<file path="src/sv/lru_pkg.sv">
// shared types, sizes and helpers for the lru age counter block
package lru_pkg;

  // sizes of the replacement state
  localparam int WAYS   = 8;
  localparam int SETS   = 64;
  localparam int AGE_W  = $clog2(WAYS);
  localparam int SET_W  = (SETS > 1) ? $clog2(SETS) : 1;

  // fixed field widths of the channel words
  localparam int IDX_W  = 6;
  localparam int WAY_W  = 3;
  localparam int MASK_W = 8;

  // operation codes
  typedef enum logic {
    OP_TOUCH  = 1'b0,
    OP_VICTIM = 1'b1
  } op_t;

  // one set's ages, one counter per way
  typedef logic [WAYS-1:0][AGE_W-1:0] row_t;

  // ages of a set after reset: each way's age is its way number
  function automatic row_t reset_row();
    row_t r;
    for (int w = 0; w < WAYS; w++) begin
      r[w] = AGE_W'(w);
    end
    return r;
  endfunction

endpackage

</file>
<file path="src/sv/lru_if.sv">
// valid/ready channel interfaces for the request and result words

interface lru_in_if;
  import lru_pkg::*;

  logic               valid;
  logic               ready;
  op_t                op;
  logic [IDX_W-1:0]   set_index;
  logic [WAY_W-1:0]   way;
  logic [MASK_W-1:0]  valid_mask;

  modport source (output valid, op, set_index, way, valid_mask, input ready);
  modport sink   (input valid, op, set_index, way, valid_mask, output ready);
endinterface

interface lru_out_if;
  import lru_pkg::*;

  logic              valid;
  logic              ready;
  logic [WAY_W-1:0]  victim_way;

  modport source (output valid, victim_way, input ready);
  modport sink   (input valid, victim_way, output ready);
endinterface

</file>
<file path="src/sv/lru_age_counter_replacement_top.sv">
// true lru replacement with per-way age counters, one age row per set in a ram
//
//   channel  dir  handshake      word
//   in_ch    in   valid/ready    op, set_index, way, valid_mask
//   out_ch   out  valid/ready    victim_way
//
// one word per cycle sustained while out_ch takes results; a taken word passes the
// update stage (ram read at the taking edge), then update/select into the output register.
// a word taken while a touch to its set is written back gets the fresh row forwarded.
// reset is synchronous; per-set valid flops make untouched rows read as
// ages 0..WAYS-1, so no clearing pass is needed.
// a stalled output holds the update stage and drops in_ch.ready.
module lru_age_counter_replacement_top (
  input  logic       clk,
  input  logic       rst_n,
  lru_in_if.sink     in_ch,
  lru_out_if.source  out_ch
);
  import lru_pkg::*;

  // age ram, one row per set, registered read
  row_t             age_mem [SETS];
  row_t             mem_q_r;
  logic [SETS-1:0]  row_vld_r;
  logic             row_vld_q_r;

  // update stage
  logic              s1_vld_r;
  op_t               s1_op_r;
  logic [IDX_W-1:0]  s1_set_r;
  logic [WAY_W-1:0]  s1_way_r;
  logic [MASK_W-1:0] s1_mask_r;
  logic              hazard_r;

  // forwarding copy of the last row written
  row_t              fwd_row_r;

  // output register
  logic              out_valid_r;
  logic [WAY_W-1:0]  out_victim_r;

  logic              s1_adv;
  logic              in_acc;
  logic              set_ok;
  logic              way_ok;
  logic              wr_en;
  row_t              cur_row;
  row_t              new_row;
  logic [WAY_W-1:0]  victim;
  logic [SET_W-1:0]  rd_addr;
  logic [SET_W-1:0]  wr_addr;

  // handshake
  assign s1_adv       = s1_vld_r && (!out_valid_r || out_ch.ready);
  assign in_ch.ready  = !s1_vld_r || s1_adv;
  assign in_acc       = in_ch.valid && in_ch.ready;
  assign out_ch.valid = out_valid_r;
  assign out_ch.victim_way = out_victim_r;

  assign rd_addr = in_ch.set_index[SET_W-1:0];
  assign wr_addr = s1_set_r[SET_W-1:0];
  assign set_ok  = int'(s1_set_r) < SETS;
  assign way_ok  = int'(s1_way_r) < WAYS;
  assign wr_en   = s1_adv && (s1_op_r == OP_TOUCH) && set_ok && way_ok;

  // row seen by the update stage
  always_comb begin
    if (hazard_r) begin
      cur_row = fwd_row_r;
    end else if (row_vld_q_r) begin
      cur_row = mem_q_r;
    end else begin
      cur_row = reset_row();
    end
  end

  // touch: age the younger ways, make the touched way youngest
  always_comb begin
    logic [AGE_W-1:0] age;
    age     = cur_row[s1_way_r[AGE_W-1:0]];
    new_row = cur_row;
    if (age != '0) begin
      for (int i = 0; i < WAYS; i++) begin
        if ((AGE_W'(i) != s1_way_r[AGE_W-1:0]) && (cur_row[i] <= age)) begin
          new_row[i] = cur_row[i] + AGE_W'(1);
        end
      end
      new_row[s1_way_r[AGE_W-1:0]] = '0;
    end
  end

  // victim: lowest invalid way, else oldest, lowest way on a tie
  always_comb begin
    logic             found;
    logic             is_valid;
    logic [WAY_W-1:0] inval_way;
    logic [WAY_W-1:0] best_way;
    logic [AGE_W-1:0] best_age;
    found     = 1'b0;
    inval_way = '0;
    best_way  = '0;
    best_age  = '0;
    for (int i = 0; i < WAYS; i++) begin
      is_valid = (i < MASK_W) ? s1_mask_r[i] : 1'b1;
      if (!found) begin
        if (!is_valid) begin
          found     = 1'b1;
          inval_way = WAY_W'(i);
        end else if (cur_row[i] > best_age) begin
          best_age = cur_row[i];
          best_way = WAY_W'(i);
        end
      end
    end
    if (!set_ok) begin
      victim = '0;
    end else if (found) begin
      victim = inval_way;
    end else begin
      victim = best_way;
    end
  end

  // ram write and registered read
  always_ff @(posedge clk) begin
    if (wr_en) begin
      age_mem[wr_addr] <= new_row;
    end
    if (in_acc) begin
      mem_q_r <= age_mem[rd_addr];
    end
  end

  // per-set valid flops
  always_ff @(posedge clk) begin
    if (!rst_n) begin
      row_vld_r <= '0;
    end else if (wr_en) begin
      row_vld_r[wr_addr] <= 1'b1;
    end
  end

  // update stage control
  always_ff @(posedge clk) begin
    if (!rst_n) begin
      s1_vld_r <= 1'b0;
      hazard_r <= 1'b0;
    end else begin
      if (in_acc) begin
        s1_vld_r <= 1'b1;
        hazard_r <= wr_en && (wr_addr == rd_addr);
      end else if (s1_adv) begin
        s1_vld_r <= 1'b0;
        hazard_r <= 1'b0;
      end
    end
  end

  // update stage payload
  always_ff @(posedge clk) begin
    if (in_acc) begin
      s1_op_r     <= in_ch.op;
      s1_set_r    <= in_ch.set_index;
      s1_way_r    <= in_ch.way;
      s1_mask_r   <= in_ch.valid_mask;
      row_vld_q_r <= row_vld_r[rd_addr];
    end
    if (wr_en) begin
      fwd_row_r <= new_row;
    end
  end

  // output register
  always_ff @(posedge clk) begin
    if (!rst_n) begin
      out_valid_r <= 1'b0;
    end else if (s1_adv) begin
      out_valid_r <= 1'b1;
    end else if (out_ch.ready) begin
      out_valid_r <= 1'b0;
    end
  end

  always_ff @(posedge clk) begin
    if (s1_adv) begin
      out_victim_r <= (s1_op_r == OP_TOUCH) ? '0 : victim;
    end
  end

`ifndef SYNTHESIS
  // a held update stage with a stalled output blocks new words
  a_stall_blocks: assert property (@(posedge clk) disable iff (!rst_n)
    (s1_vld_r && out_valid_r && !out_ch.ready) |-> !in_ch.ready)
    else $error("word accepted while update stage is stalled");

  // forwarding flag only lives with an item in the update stage
  a_hazard_item: assert property (@(posedge clk) disable iff (!rst_n)
    hazard_r |-> s1_vld_r)
    else $error("forwarding flag set with empty update stage");

  // a touch always answers way zero
  a_touch_zero: assert property (@(posedge clk) disable iff (!rst_n)
    (s1_adv && (s1_op_r == OP_TOUCH)) |=> (out_ch.victim_way == '0))
    else $error("touch result is not way zero");

  // the touched way is youngest in the row written back
  a_touch_young: assert property (@(posedge clk) disable iff (!rst_n)
    wr_en |=> (fwd_row_r[$past(s1_way_r[AGE_W-1:0])] == '0))
    else $error("touched way not youngest after update");
`endif

endmodule

</file>
<file path="src/flat_wrapper.sv">
// flat-port wrapper written by rule: the top's interface ports become plain ports
module lru_age_counter_replacement_top_flat import lru_pkg::*;
  (clk, rst_n, in_ch_valid, in_ch_op, in_ch_set_index, in_ch_way, in_ch_valid_mask, in_ch_ready, out_ch_valid, out_ch_victim_way, out_ch_ready);
  lru_in_if in_ch_i ();
  lru_out_if out_ch_i ();
  input  logic clk;
  input  logic rst_n;
  input wire logic [$bits(in_ch_i.valid)-1:0] in_ch_valid;
  input wire logic [$bits(in_ch_i.op)-1:0] in_ch_op;
  input wire logic [$bits(in_ch_i.set_index)-1:0] in_ch_set_index;
  input wire logic [$bits(in_ch_i.way)-1:0] in_ch_way;
  input wire logic [$bits(in_ch_i.valid_mask)-1:0] in_ch_valid_mask;
  output wire logic [$bits(in_ch_i.ready)-1:0] in_ch_ready;
  output wire logic [$bits(out_ch_i.valid)-1:0] out_ch_valid;
  output wire logic [$bits(out_ch_i.victim_way)-1:0] out_ch_victim_way;
  input wire logic [$bits(out_ch_i.ready)-1:0] out_ch_ready;
  assign in_ch_i.valid = in_ch_valid;
  assign in_ch_i.op = in_ch_op;
  assign in_ch_i.set_index = in_ch_set_index;
  assign in_ch_i.way = in_ch_way;
  assign in_ch_i.valid_mask = in_ch_valid_mask;
  assign in_ch_ready = in_ch_i.ready;
  assign out_ch_valid = out_ch_i.valid;
  assign out_ch_victim_way = out_ch_i.victim_way;
  assign out_ch_i.ready = out_ch_ready;
  lru_age_counter_replacement_top u_core (.clk(clk), .rst_n(rst_n), .in_ch(in_ch_i), .out_ch(out_ch_i));
endmodule
</file>
<file path="config.mk">
export PLATFORM = sky130hd
export DESIGN_NAME = lru_age_counter_replacement_top_flat
export DESIGN_NICKNAME = d
export VERILOG_FILES = /design/src/sv/lru_pkg.sv /design/src/sv/lru_if.sv /design/src/sv/lru_age_counter_replacement_top.sv /design/src/flat_wrapper.sv
export SDC_FILE = /design/constraint.sdc
export NUM_CORES = 2
export LEC_CHECK = 0
export BUFFER_PORTS_ARGS = -buffer_cell sky130_fd_sc_hd__buf_2
export CAP_MARGIN = 20
export CORE_MARGIN = 4
export CORE_UTILIZATION = 45
export DETAILED_ROUTE_END_ITERATION = 10
export GPL_TIMING_DRIVEN = 0
export PLACE_DENSITY = 0.69
export SYNTH_ARGS = -nofsm -noshare
export SYNTH_HDL_FRONTEND = slang
export SYNTH_SLANG_ARGS = --single-unit
</file>
<file path="constraint.sdc">
create_clock -name clk -period 25.4 [get_ports clk]
set_input_delay 2.54 -clock clk [delete_from_list [all_inputs] [get_ports clk]]
set_output_delay 2.54 -clock clk [all_outputs]
set_load 0.005 [all_outputs]
</file>
* Word-level counts from Yosys, hierarchy flattened *
Memories as Yosys holds them, arrays and structs flattened. A register that Yosys moved wholly into a read port is not among the register bits.
Cells that the tools add are included.

storage, ports and cells
  RAM bits = 1536
  output and inout port bits = 5
  input port bits = 22
  memories kept = 1
  word-level logic and storage cells = 187
  flip-flop bits (word level) = 113

memory list
  name            words  bits a word  read ports  clocked after memory_dff  write ports  RTL line                               RTL
  u_core.age_mem  64     24           1           1                         1            lru_age_counter_replacement_top.sv:22  row_t age_mem [SETS];

operators by class
  reductions and logical operators = 22
  multiplexer cells = 105
  eq/ne operators = 8
  magnitude comparators = 21
  bitwise logic cells = 4
  add/sub/neg operators = 8

operators by type and width
  cell                                                                count
  2-to-1 mux 3 bit                                                    72
  2-to-1 mux 24 bit                                                   3
  bitwise OR 64 bit                                                   1
  2-to-1 mux 1 bit                                                    26
  adder 3 x 1 -> 3 bit (second input constant)                        8
  AND 24 bit                                                          1
  less-or-equal comparator 3 bit                                      8
  NOT 24 bit                                                          1
  greater-than comparator 3 bit                                       7
  logical AND 1 bit                                                   14
  less-than comparator 6 x 7 -> 1 bit (second input constant)         2
  inequality test 3 bit (first input constant)                        4
  binary-select mux 3 bit (select 3 bit)                              1
  demux 3 bit (select 3 bit)                                          1
  binary-select mux 1 bit (select 6 bit)                              1
  demux 1 bit (select 6 bit)                                          1
  == test 6 bit                                                       1
  greater-or-equal comparator 6 x 1 -> 1 bit (second input constant)  1
  inequality test 2 x 3 -> 1 bit (first input constant)               2
  nonzero test 3 bit                                                  2
  less-than comparator 3 x 4 -> 1 bit (second input constant)         1
  nonzero test 2 bit                                                  2
  greater-or-equal comparator 3 x 1 -> 1 bit (second input constant)  1
  greater-than comparator 3 x 1 -> 1 bit (second input constant)      1
  other kinds (4)                                                     6

* Longest topological paths before layout *
  word-level depth = 34
  depth in mapped cells = 52
  gate-level depth less buffers = 50

* Least setup slack after synthesis *
OpenSTA, ideal clock, no wires.

  kind = flip-flop to flip-flop
  start point = reg u_core.row_vld_q_r
  end point = reg u_core.out_victim_r[1], in the netlist u_core.out_ch.victim_way[1], data pin
  setup time = 0.259 ns
  buffers on the path = 1
  clock period less this slack = 10.034 ns
  stages on the path, launching flop included = 48
  setup slack = 15.366 ns
  data arrival time = 9.775 ns
  required time = 25.141 ns
  cell sequence = edfxtp_1 > nor2b_1 > buf_2 > a22oi_1 > ha_1 > nand3_1 > and3_1 > ha_1 > nand3_1 > and2_1 > a221oi_1 > or2_2 > nand2_1 > ha_1 > nand2b_1 > a21o_1 > or2_2 > o211ai_1 > (+12 left out) > nor2b_1 > o21a_1 > o211ai_1 > mux2_2 > ha_1 > nor2b_1 > o21a_1 > o211a_1 > a211oi_1 > a21oi_1 > o21a_1 > ha_1 > nor2b_1 > o21ai_0 > a32oi_1 > a21oi_1 > a31oi_1 > o31a_1

on the way
  word-level cells in the longest chain between the ends = 34
  elaborated cells between the ends (all ways) = 49
  those cells by class = 8 x order compare; 41 x mux

RTL lines
  what                                    RTL line                                RTL
  start, declared                         lru_age_counter_replacement_top.sv:25   logic row_vld_q_r;
  start signal, assigned                  lru_age_counter_replacement_top.sv:166  row_vld_q_r <= row_vld_r[rd_addr];
  2-to-1 mux 24 bit *                     lru_age_counter_replacement_top.sv:70   end else if (row_vld_q_r) begin
  2-to-1 mux 24 bit *                     lru_age_counter_replacement_top.sv:68   if (hazard_r) begin
  greater-than comparator 3 x 1 -> 1 bit  lru_age_counter_replacement_top.sv:109  end else if (cur_row[i] > best_age) begin
  2-to-1 mux 3 bit                        lru_age_counter_replacement_top.sv:109
  2-to-1 mux 3 bit                        lru_age_counter_replacement_top.sv:106  if (!is_valid) begin
  greater-than comparator 3 bit           lru_age_counter_replacement_top.sv:109
  2-to-1 mux 3 bit                        lru_age_counter_replacement_top.sv:109
  2-to-1 mux 3 bit                        lru_age_counter_replacement_top.sv:106
  (+18 left out)                          n/a
  2-to-1 mux 3 bit                        lru_age_counter_replacement_top.sv:109
  2-to-1 mux 3 bit                        lru_age_counter_replacement_top.sv:106
  2-to-1 mux 3 bit                        lru_age_counter_replacement_top.sv:105  if (!found) begin
  greater-than comparator 3 bit           lru_age_counter_replacement_top.sv:109
  2-to-1 mux 3 bit                        lru_age_counter_replacement_top.sv:109
  2-to-1 mux 3 bit                        lru_age_counter_replacement_top.sv:106
  2-to-1 mux 3 bit *                      lru_age_counter_replacement_top.sv:105
  2-to-1 mux 3 bit *                      lru_age_counter_replacement_top.sv:117  end else if (found) begin
  end signal, assigned                    lru_age_counter_replacement_top.sv:186  out_victim_r <= (s1_op_r == OP_TOUCH) ? '0 : victim;
  end, declared                           lru_age_counter_replacement_top.sv:40   logic [WAY_W-1:0] out_victim_r;

Every way passes the cells marked *; elsewhere a longest branch is shown, timed or not.
A chain may end at the register's enable or synchronous reset.

* Worst setup path in the final report *
Same ends and word-level chain as after synthesis.

==> tab_implementation.tex <==
\begin{tabular}{lr}
\hline
Metric & Value \\
\hline
\multicolumn{2}{l}{\textbf{Status}} \\
\quad Run status & complete, no violations \\
\multicolumn{2}{l}{\textbf{Critical path}} \\
\quad Startpoint of the worst setup timing path & u\_core.row\_vld\_q\_r \\
\quad Type of the setup path with the least slack & flip-flop to flip-flop \\
\quad Required @ worst endpoint & 25.93 ns \\
\quad Critical Path Max Stage Delay & 0.58 ns \\
\quad CP arrival & 12.42 ns \\
\quad Launch point of the worst reg-to-reg path & u\_core.row\_vld\_q\_r \\
\quad Cell type of the slowest stage on the worst timing path & sky130\_fd\_sc\_hd\_\_a211oi\_1 \\
\quad Critical Path Source Type & flip-flop \\
\quad Maximum fanout along the worst path & 9 \\
\quad Critical Path End Type & flip-flop \\
\quad Most frequent cell on the critical path & sky130\_fd\_sc\_hd\_\_ha\_1 \\
\multicolumn{2}{l}{\textbf{Drt}} \\
\quad Post-route ant nets & 0 \\
\quad Number of DRC violations after detailed routing & 0 \\
\quad Vias post-DR & 33400 \\
\quad Avg Vias per Cell & 6.21 \\
\quad Routed wire length & 165 mm \\
\quad Average detailed-routed wire length per instance & 30.6 um \\
\quad Initial DRC count & 4768 \\
\quad Initial DRT Pass Iterations & 8 \\
\multicolumn{2}{l}{\textbf{Clocking}} \\
\quad Number of clock sinks & 1673 \\
\quad H-tree Lvls & 4 \\
\quad Setup Buffers After CTS & 0 \\
\quad CTS tree & done \\
\quad Number of buffers added to fix hold violations after cts & 0 \\
\quad Clock buffer count from CTS & 164 \\
\quad Clk slew on worst S/H paths & 0.06 ns \\
\quad Quantity of gates resized following cts & 0 \\
\quad Clock tree root driver cell & sky130\_fd\_sc\_hd\_\_clkbuf\_16 \\
\quad Maximum count of clock buffers along a single path & 3 \\
\quad Clock latency reported for the late side of the worst-skew pair & 0.79 ns \\
\multicolumn{2}{l}{\textbf{Die}} \\
\quad Die height & 390 um \\
\quad Number of rows in the core area & 140 \\
\quad Chip width & 390 um \\
\quad Placeable core region & 145000 um2 \\
\quad Initial core utilization & 0.452 \\
\quad DIE AREA & 152000 um2 \\
\quad Top-Level Pins & 27 \\
\multicolumn{2}{l}{\textbf{Synth}} \\
\quad Complex-gate fraction of the synthesized area & 0.0293 \\
\quad Portion of netlist area occupied by mux cells & 0.172 \\
\quad Synth Flop Type & sky130\_fd\_sc\_hd\_\_edfxtp\_1 \\
\quad Number of distinct library cells after synthesis & 58 \\
\quad Largest family of logic cells by synthesized area & multiplexers \\
\quad Synth Cell Area & 65800 um2 \\
\quad Simple-Gate Fraction of Synth Area & 0.0223 \\
\quad Syn Inst Count & 2998 \\
\quad Most frequent cells after synthesis & 1606 x sky130\_fd\_sc\_hd\_\_edfxtp\_1, 501 x sky130\_fd\_sc\_hd\_\_mux4\_2, 105 x sky130\_fd\_sc\_hd\_\_clkbuf\_1 \\
\quad Fraction of post-synthesis cell area in the top cell type by area & 0.733 \\
\quad Adder and majority gate portion of the synthesized area & 0.0103 \\
\quad Async S/R FF share, synth & 0 \\
\quad Share of synthesized area occupied by flip-flops and latches & 0.754 \\
\quad Post-Synth XOR/XNOR Area & 0.000799 \\
\quad Total nets after synthesis & 3074 \\
\quad Dominant cell by count in the synthesized netlist & sky130\_fd\_sc\_hd\_\_edfxtp\_1 \\
\quad EDFF count, synth & 1606 \\
\quad Top cell type by total area after synthesis & sky130\_fd\_sc\_hd\_\_edfxtp\_1 \\
\quad Biggest area contributors in the synthesized netlist & sky130\_fd\_sc\_hd\_\_edfxtp\_1 73\%, sky130\_fd\_sc\_hd\_\_mux4\_2 17\%, sky130\_fd\_sc\_hd\_\_dfxtp\_1 2.0\% \\
\quad Yosys warnings & 0 \\
\quad Total of flip-flops plus latches after synthesis & 1673 \\
\quad Post-Syn Area per Cell & 21.9 um2 \\
\multicolumn{2}{l}{\textbf{Place}} \\
\quad Final estimated routing congestion in global placement & 0.899 \\
\quad Number of placed instances with taps included & 5057 \\
\quad Estimated wirelength of the detail-placed design & 108 mm \\
\quad Port-buffer cells & 25 \\
\multicolumn{2}{l}{\textbf{Timing}} \\
\quad Number of endpoints failing setup at the final stage & 0 \\
\quad Worst-margin pin slew & 1.18 ns \\
\quad Fraction of the cycle the final worst path needs & 0.468 \\
\quad Max Fclk & 0.0841 GHz \\
\quad Shortest period the worst path allows & 11.88 ns \\
\quad Count of final max-slew check failures & 0 \\
\quad Hold violation count in the final report & 0 \\
\quad Fin Setup TNS & 0 ns \\
\quad Largest clock skew in the final design & 0.0407 ns \\
\quad RSZ-0062 raised after global routing & no \\
\quad Slew Limit Headroom & 0.216 \\
\multicolumn{2}{l}{\textbf{Pwr}} \\
\quad Cell area power density & 79.6 nW/um2 \\
\quad Relative contribution of the clock network to total power & 0.380 \\
\quad Maximum VDD drop & 66.7 uV \\
\quad Switching power share of the total & 0.231 \\
\quad Combinational Power Share & 0.096 \\
\quad Static Leak & 24.0 nW \\
\quad Sw Pwr & 1.41 mW \\
\quad Part of the total power dissipated in sequential elements & 0.524 \\
\quad Internal power of the cells & 4.68 mW \\
\multicolumn{2}{l}{\textbf{Final layout}} \\
\quad Cell Count, Final, Fillers Out & 5375 \\
\quad Share of final-layout standard cells stronger than drive strength 1 & 0.283 \\
\quad Area added between synthesis and finish & 16.3\% \\
\quad Nets@finish & 3399 \\
\multicolumn{2}{l}{\textbf{GRT}} \\
\quad Global-route wire length before repair & 238 mm \\
\quad GRT Resource Usage Total & 0.218 \\
\quad Number of antenna violations at the first check in global routing & 9 \\
\quad Total congestion overflow after global routing & 0 \\
\quad Number of global-route vias before repair & 33200 \\
\quad Largest net degree at the start of global routing & 66 \\
\multicolumn{2}{l}{\textbf{Min path}} \\
\quad Hold path startpoint & u\_core.row\_vld\_r[35] \\
\quad Hold WC Path Type & flip-flop to flip-flop \\
\multicolumn{2}{l}{\textbf{Flow run}} \\
\quad Number of maximum-capacitance constraint violations & 0 \\
\hline
\end{tabular}
power groups by stage:
stage	Clock, mW	Sequential (mW)	Combinational, mW
6_report	2.31	3.19	0.585
5_1_grt	2.47	3.19	0.615
4_1_cts	2.34	3.19	0.574
3_5_place_dp	0	3.25	0.572
3_3_place_gp	0	3.30	0.464
2_1_floorplan	0	3.27	0.277
per-stage QoR:
stage | total power, mW | setup slack (ns) | cell area [um2] | util | hold WS [ns]
2_1_floorplan | 3.54 | 15.37 | 65800 | - | 0.435
5_1_grt | 6.27 | 12.66 | 76500 | 0.526 | 0.477
4_1_cts | 6.11 | 13.58 | 76300 | 0.524 | 0.462
3_3_place_gp | 3.76 | 13.76 | 68300 | 0.470 | 0.442
3_5_place_dp | 3.82 | 13.61 | 71200 | 0.490 | 0.450
6_report | 6.09 | 13.52 | 76500 | 0.526 | 0.460
layer usage:
layer / global-route usage / share of wire / vias to the layer above
li1: - / - / 13500
met1: 0.311 / 0.40 / 17800
met2: 0.337 / 0.47 / 1851
met3: 0.0470 / 0.099 / 289
met4: 0.0734 / 0.033 / 4
met5: 0 / 0.00016 / -
state kept, by name, indices dropped and copies added, names as in the netlist:
signal / count
u_core.out_ch.valid: 1
u_core.s1_vld_r: 1
u_core.row_vld_r: 64
u_core.row_vld_q_r: 1
u_core.s1_op_r: 1
u_core.out_ch.victim_way: 3
u_core.s1_set_r: 6
u_core.age_mem: 1536
u_core.hazard_r: 1
u_core.s1_way_r: 3
u_core.fwd_row_r: 24
u_core.s1_mask_r: 8
u_core.mem_q_r: 24
critical path: cells and delay by family (launching register included):
kind | cells | cell delay (ns)
flip-flops | 1 | 0.54
multiplexers | 2 | 0.80
adder cells (fa/ha/maj) | 8 | 2.36
AND/OR/NAND/NOR | 16 | 2.66
buffers and inverters | 1 | 0.17
AO/OA/AOI/OAI | 20 | 5.08
path summary, 6_finish.rpt:
path,end,slack [ns],cells past startpoint
min,u_core.row_vld_r[35],0.46,1
max,u_core.out_ch.victim_way[1],13.52,47
min reg2reg,u_core.row_vld_r[35],0.46,1
max reg2reg,u_core.out_ch.victim_way[1],13.52,47
cell families (layout without fill, tap and decap cells):
group	count (synthesis)	count (layout)
and+or+nand+nor	294	294
muxes	506	506
DFF	1673	1673
AOI/OAI and AO/OA	271	271
other	0	8
adders and majority gates	54	54
xor gates and xnor gates	6	6
buffers and inverters	194	646
placed cells by master (no fill, tap or decap), drive strengths merged, types with 4 or more instances in the layout:
cell type,n
or2,4
nand2,54
a21o,4
o21ai,24
nor2,83
clkinv,64
or3,5
and2,11
mux4,501
a21oi,19
o22a,4
inv,47
nand4,16
and3,10
o22ai,18
bufinv,9
dfxtp,67
o211ai,13
nand3,47
nand2b,9
nor3,13
o21a,79
nand3b,10
a211oi,7
a22oi,59
a31oi,15
ha,54
nor2b,21
a211o,4
edfxtp,1606
clkbuf,314
xnor2,6
diode,8
o31ai,4
buf,211
area by class of cell:
type	instances	area, um2
Clock buffer	209	4370
Multi-Input combinational cell	1131	16200
Antenna cell	8	20.0
Tap cell	1917	2400
Buffer	157	599
Timing Repair Buffer	159	2570
Clock inverter	84	684
Fill cell	10900	68900
Inverter	37	139
Sequential cell	1673	49600
(Power assumes the default switching activity.)
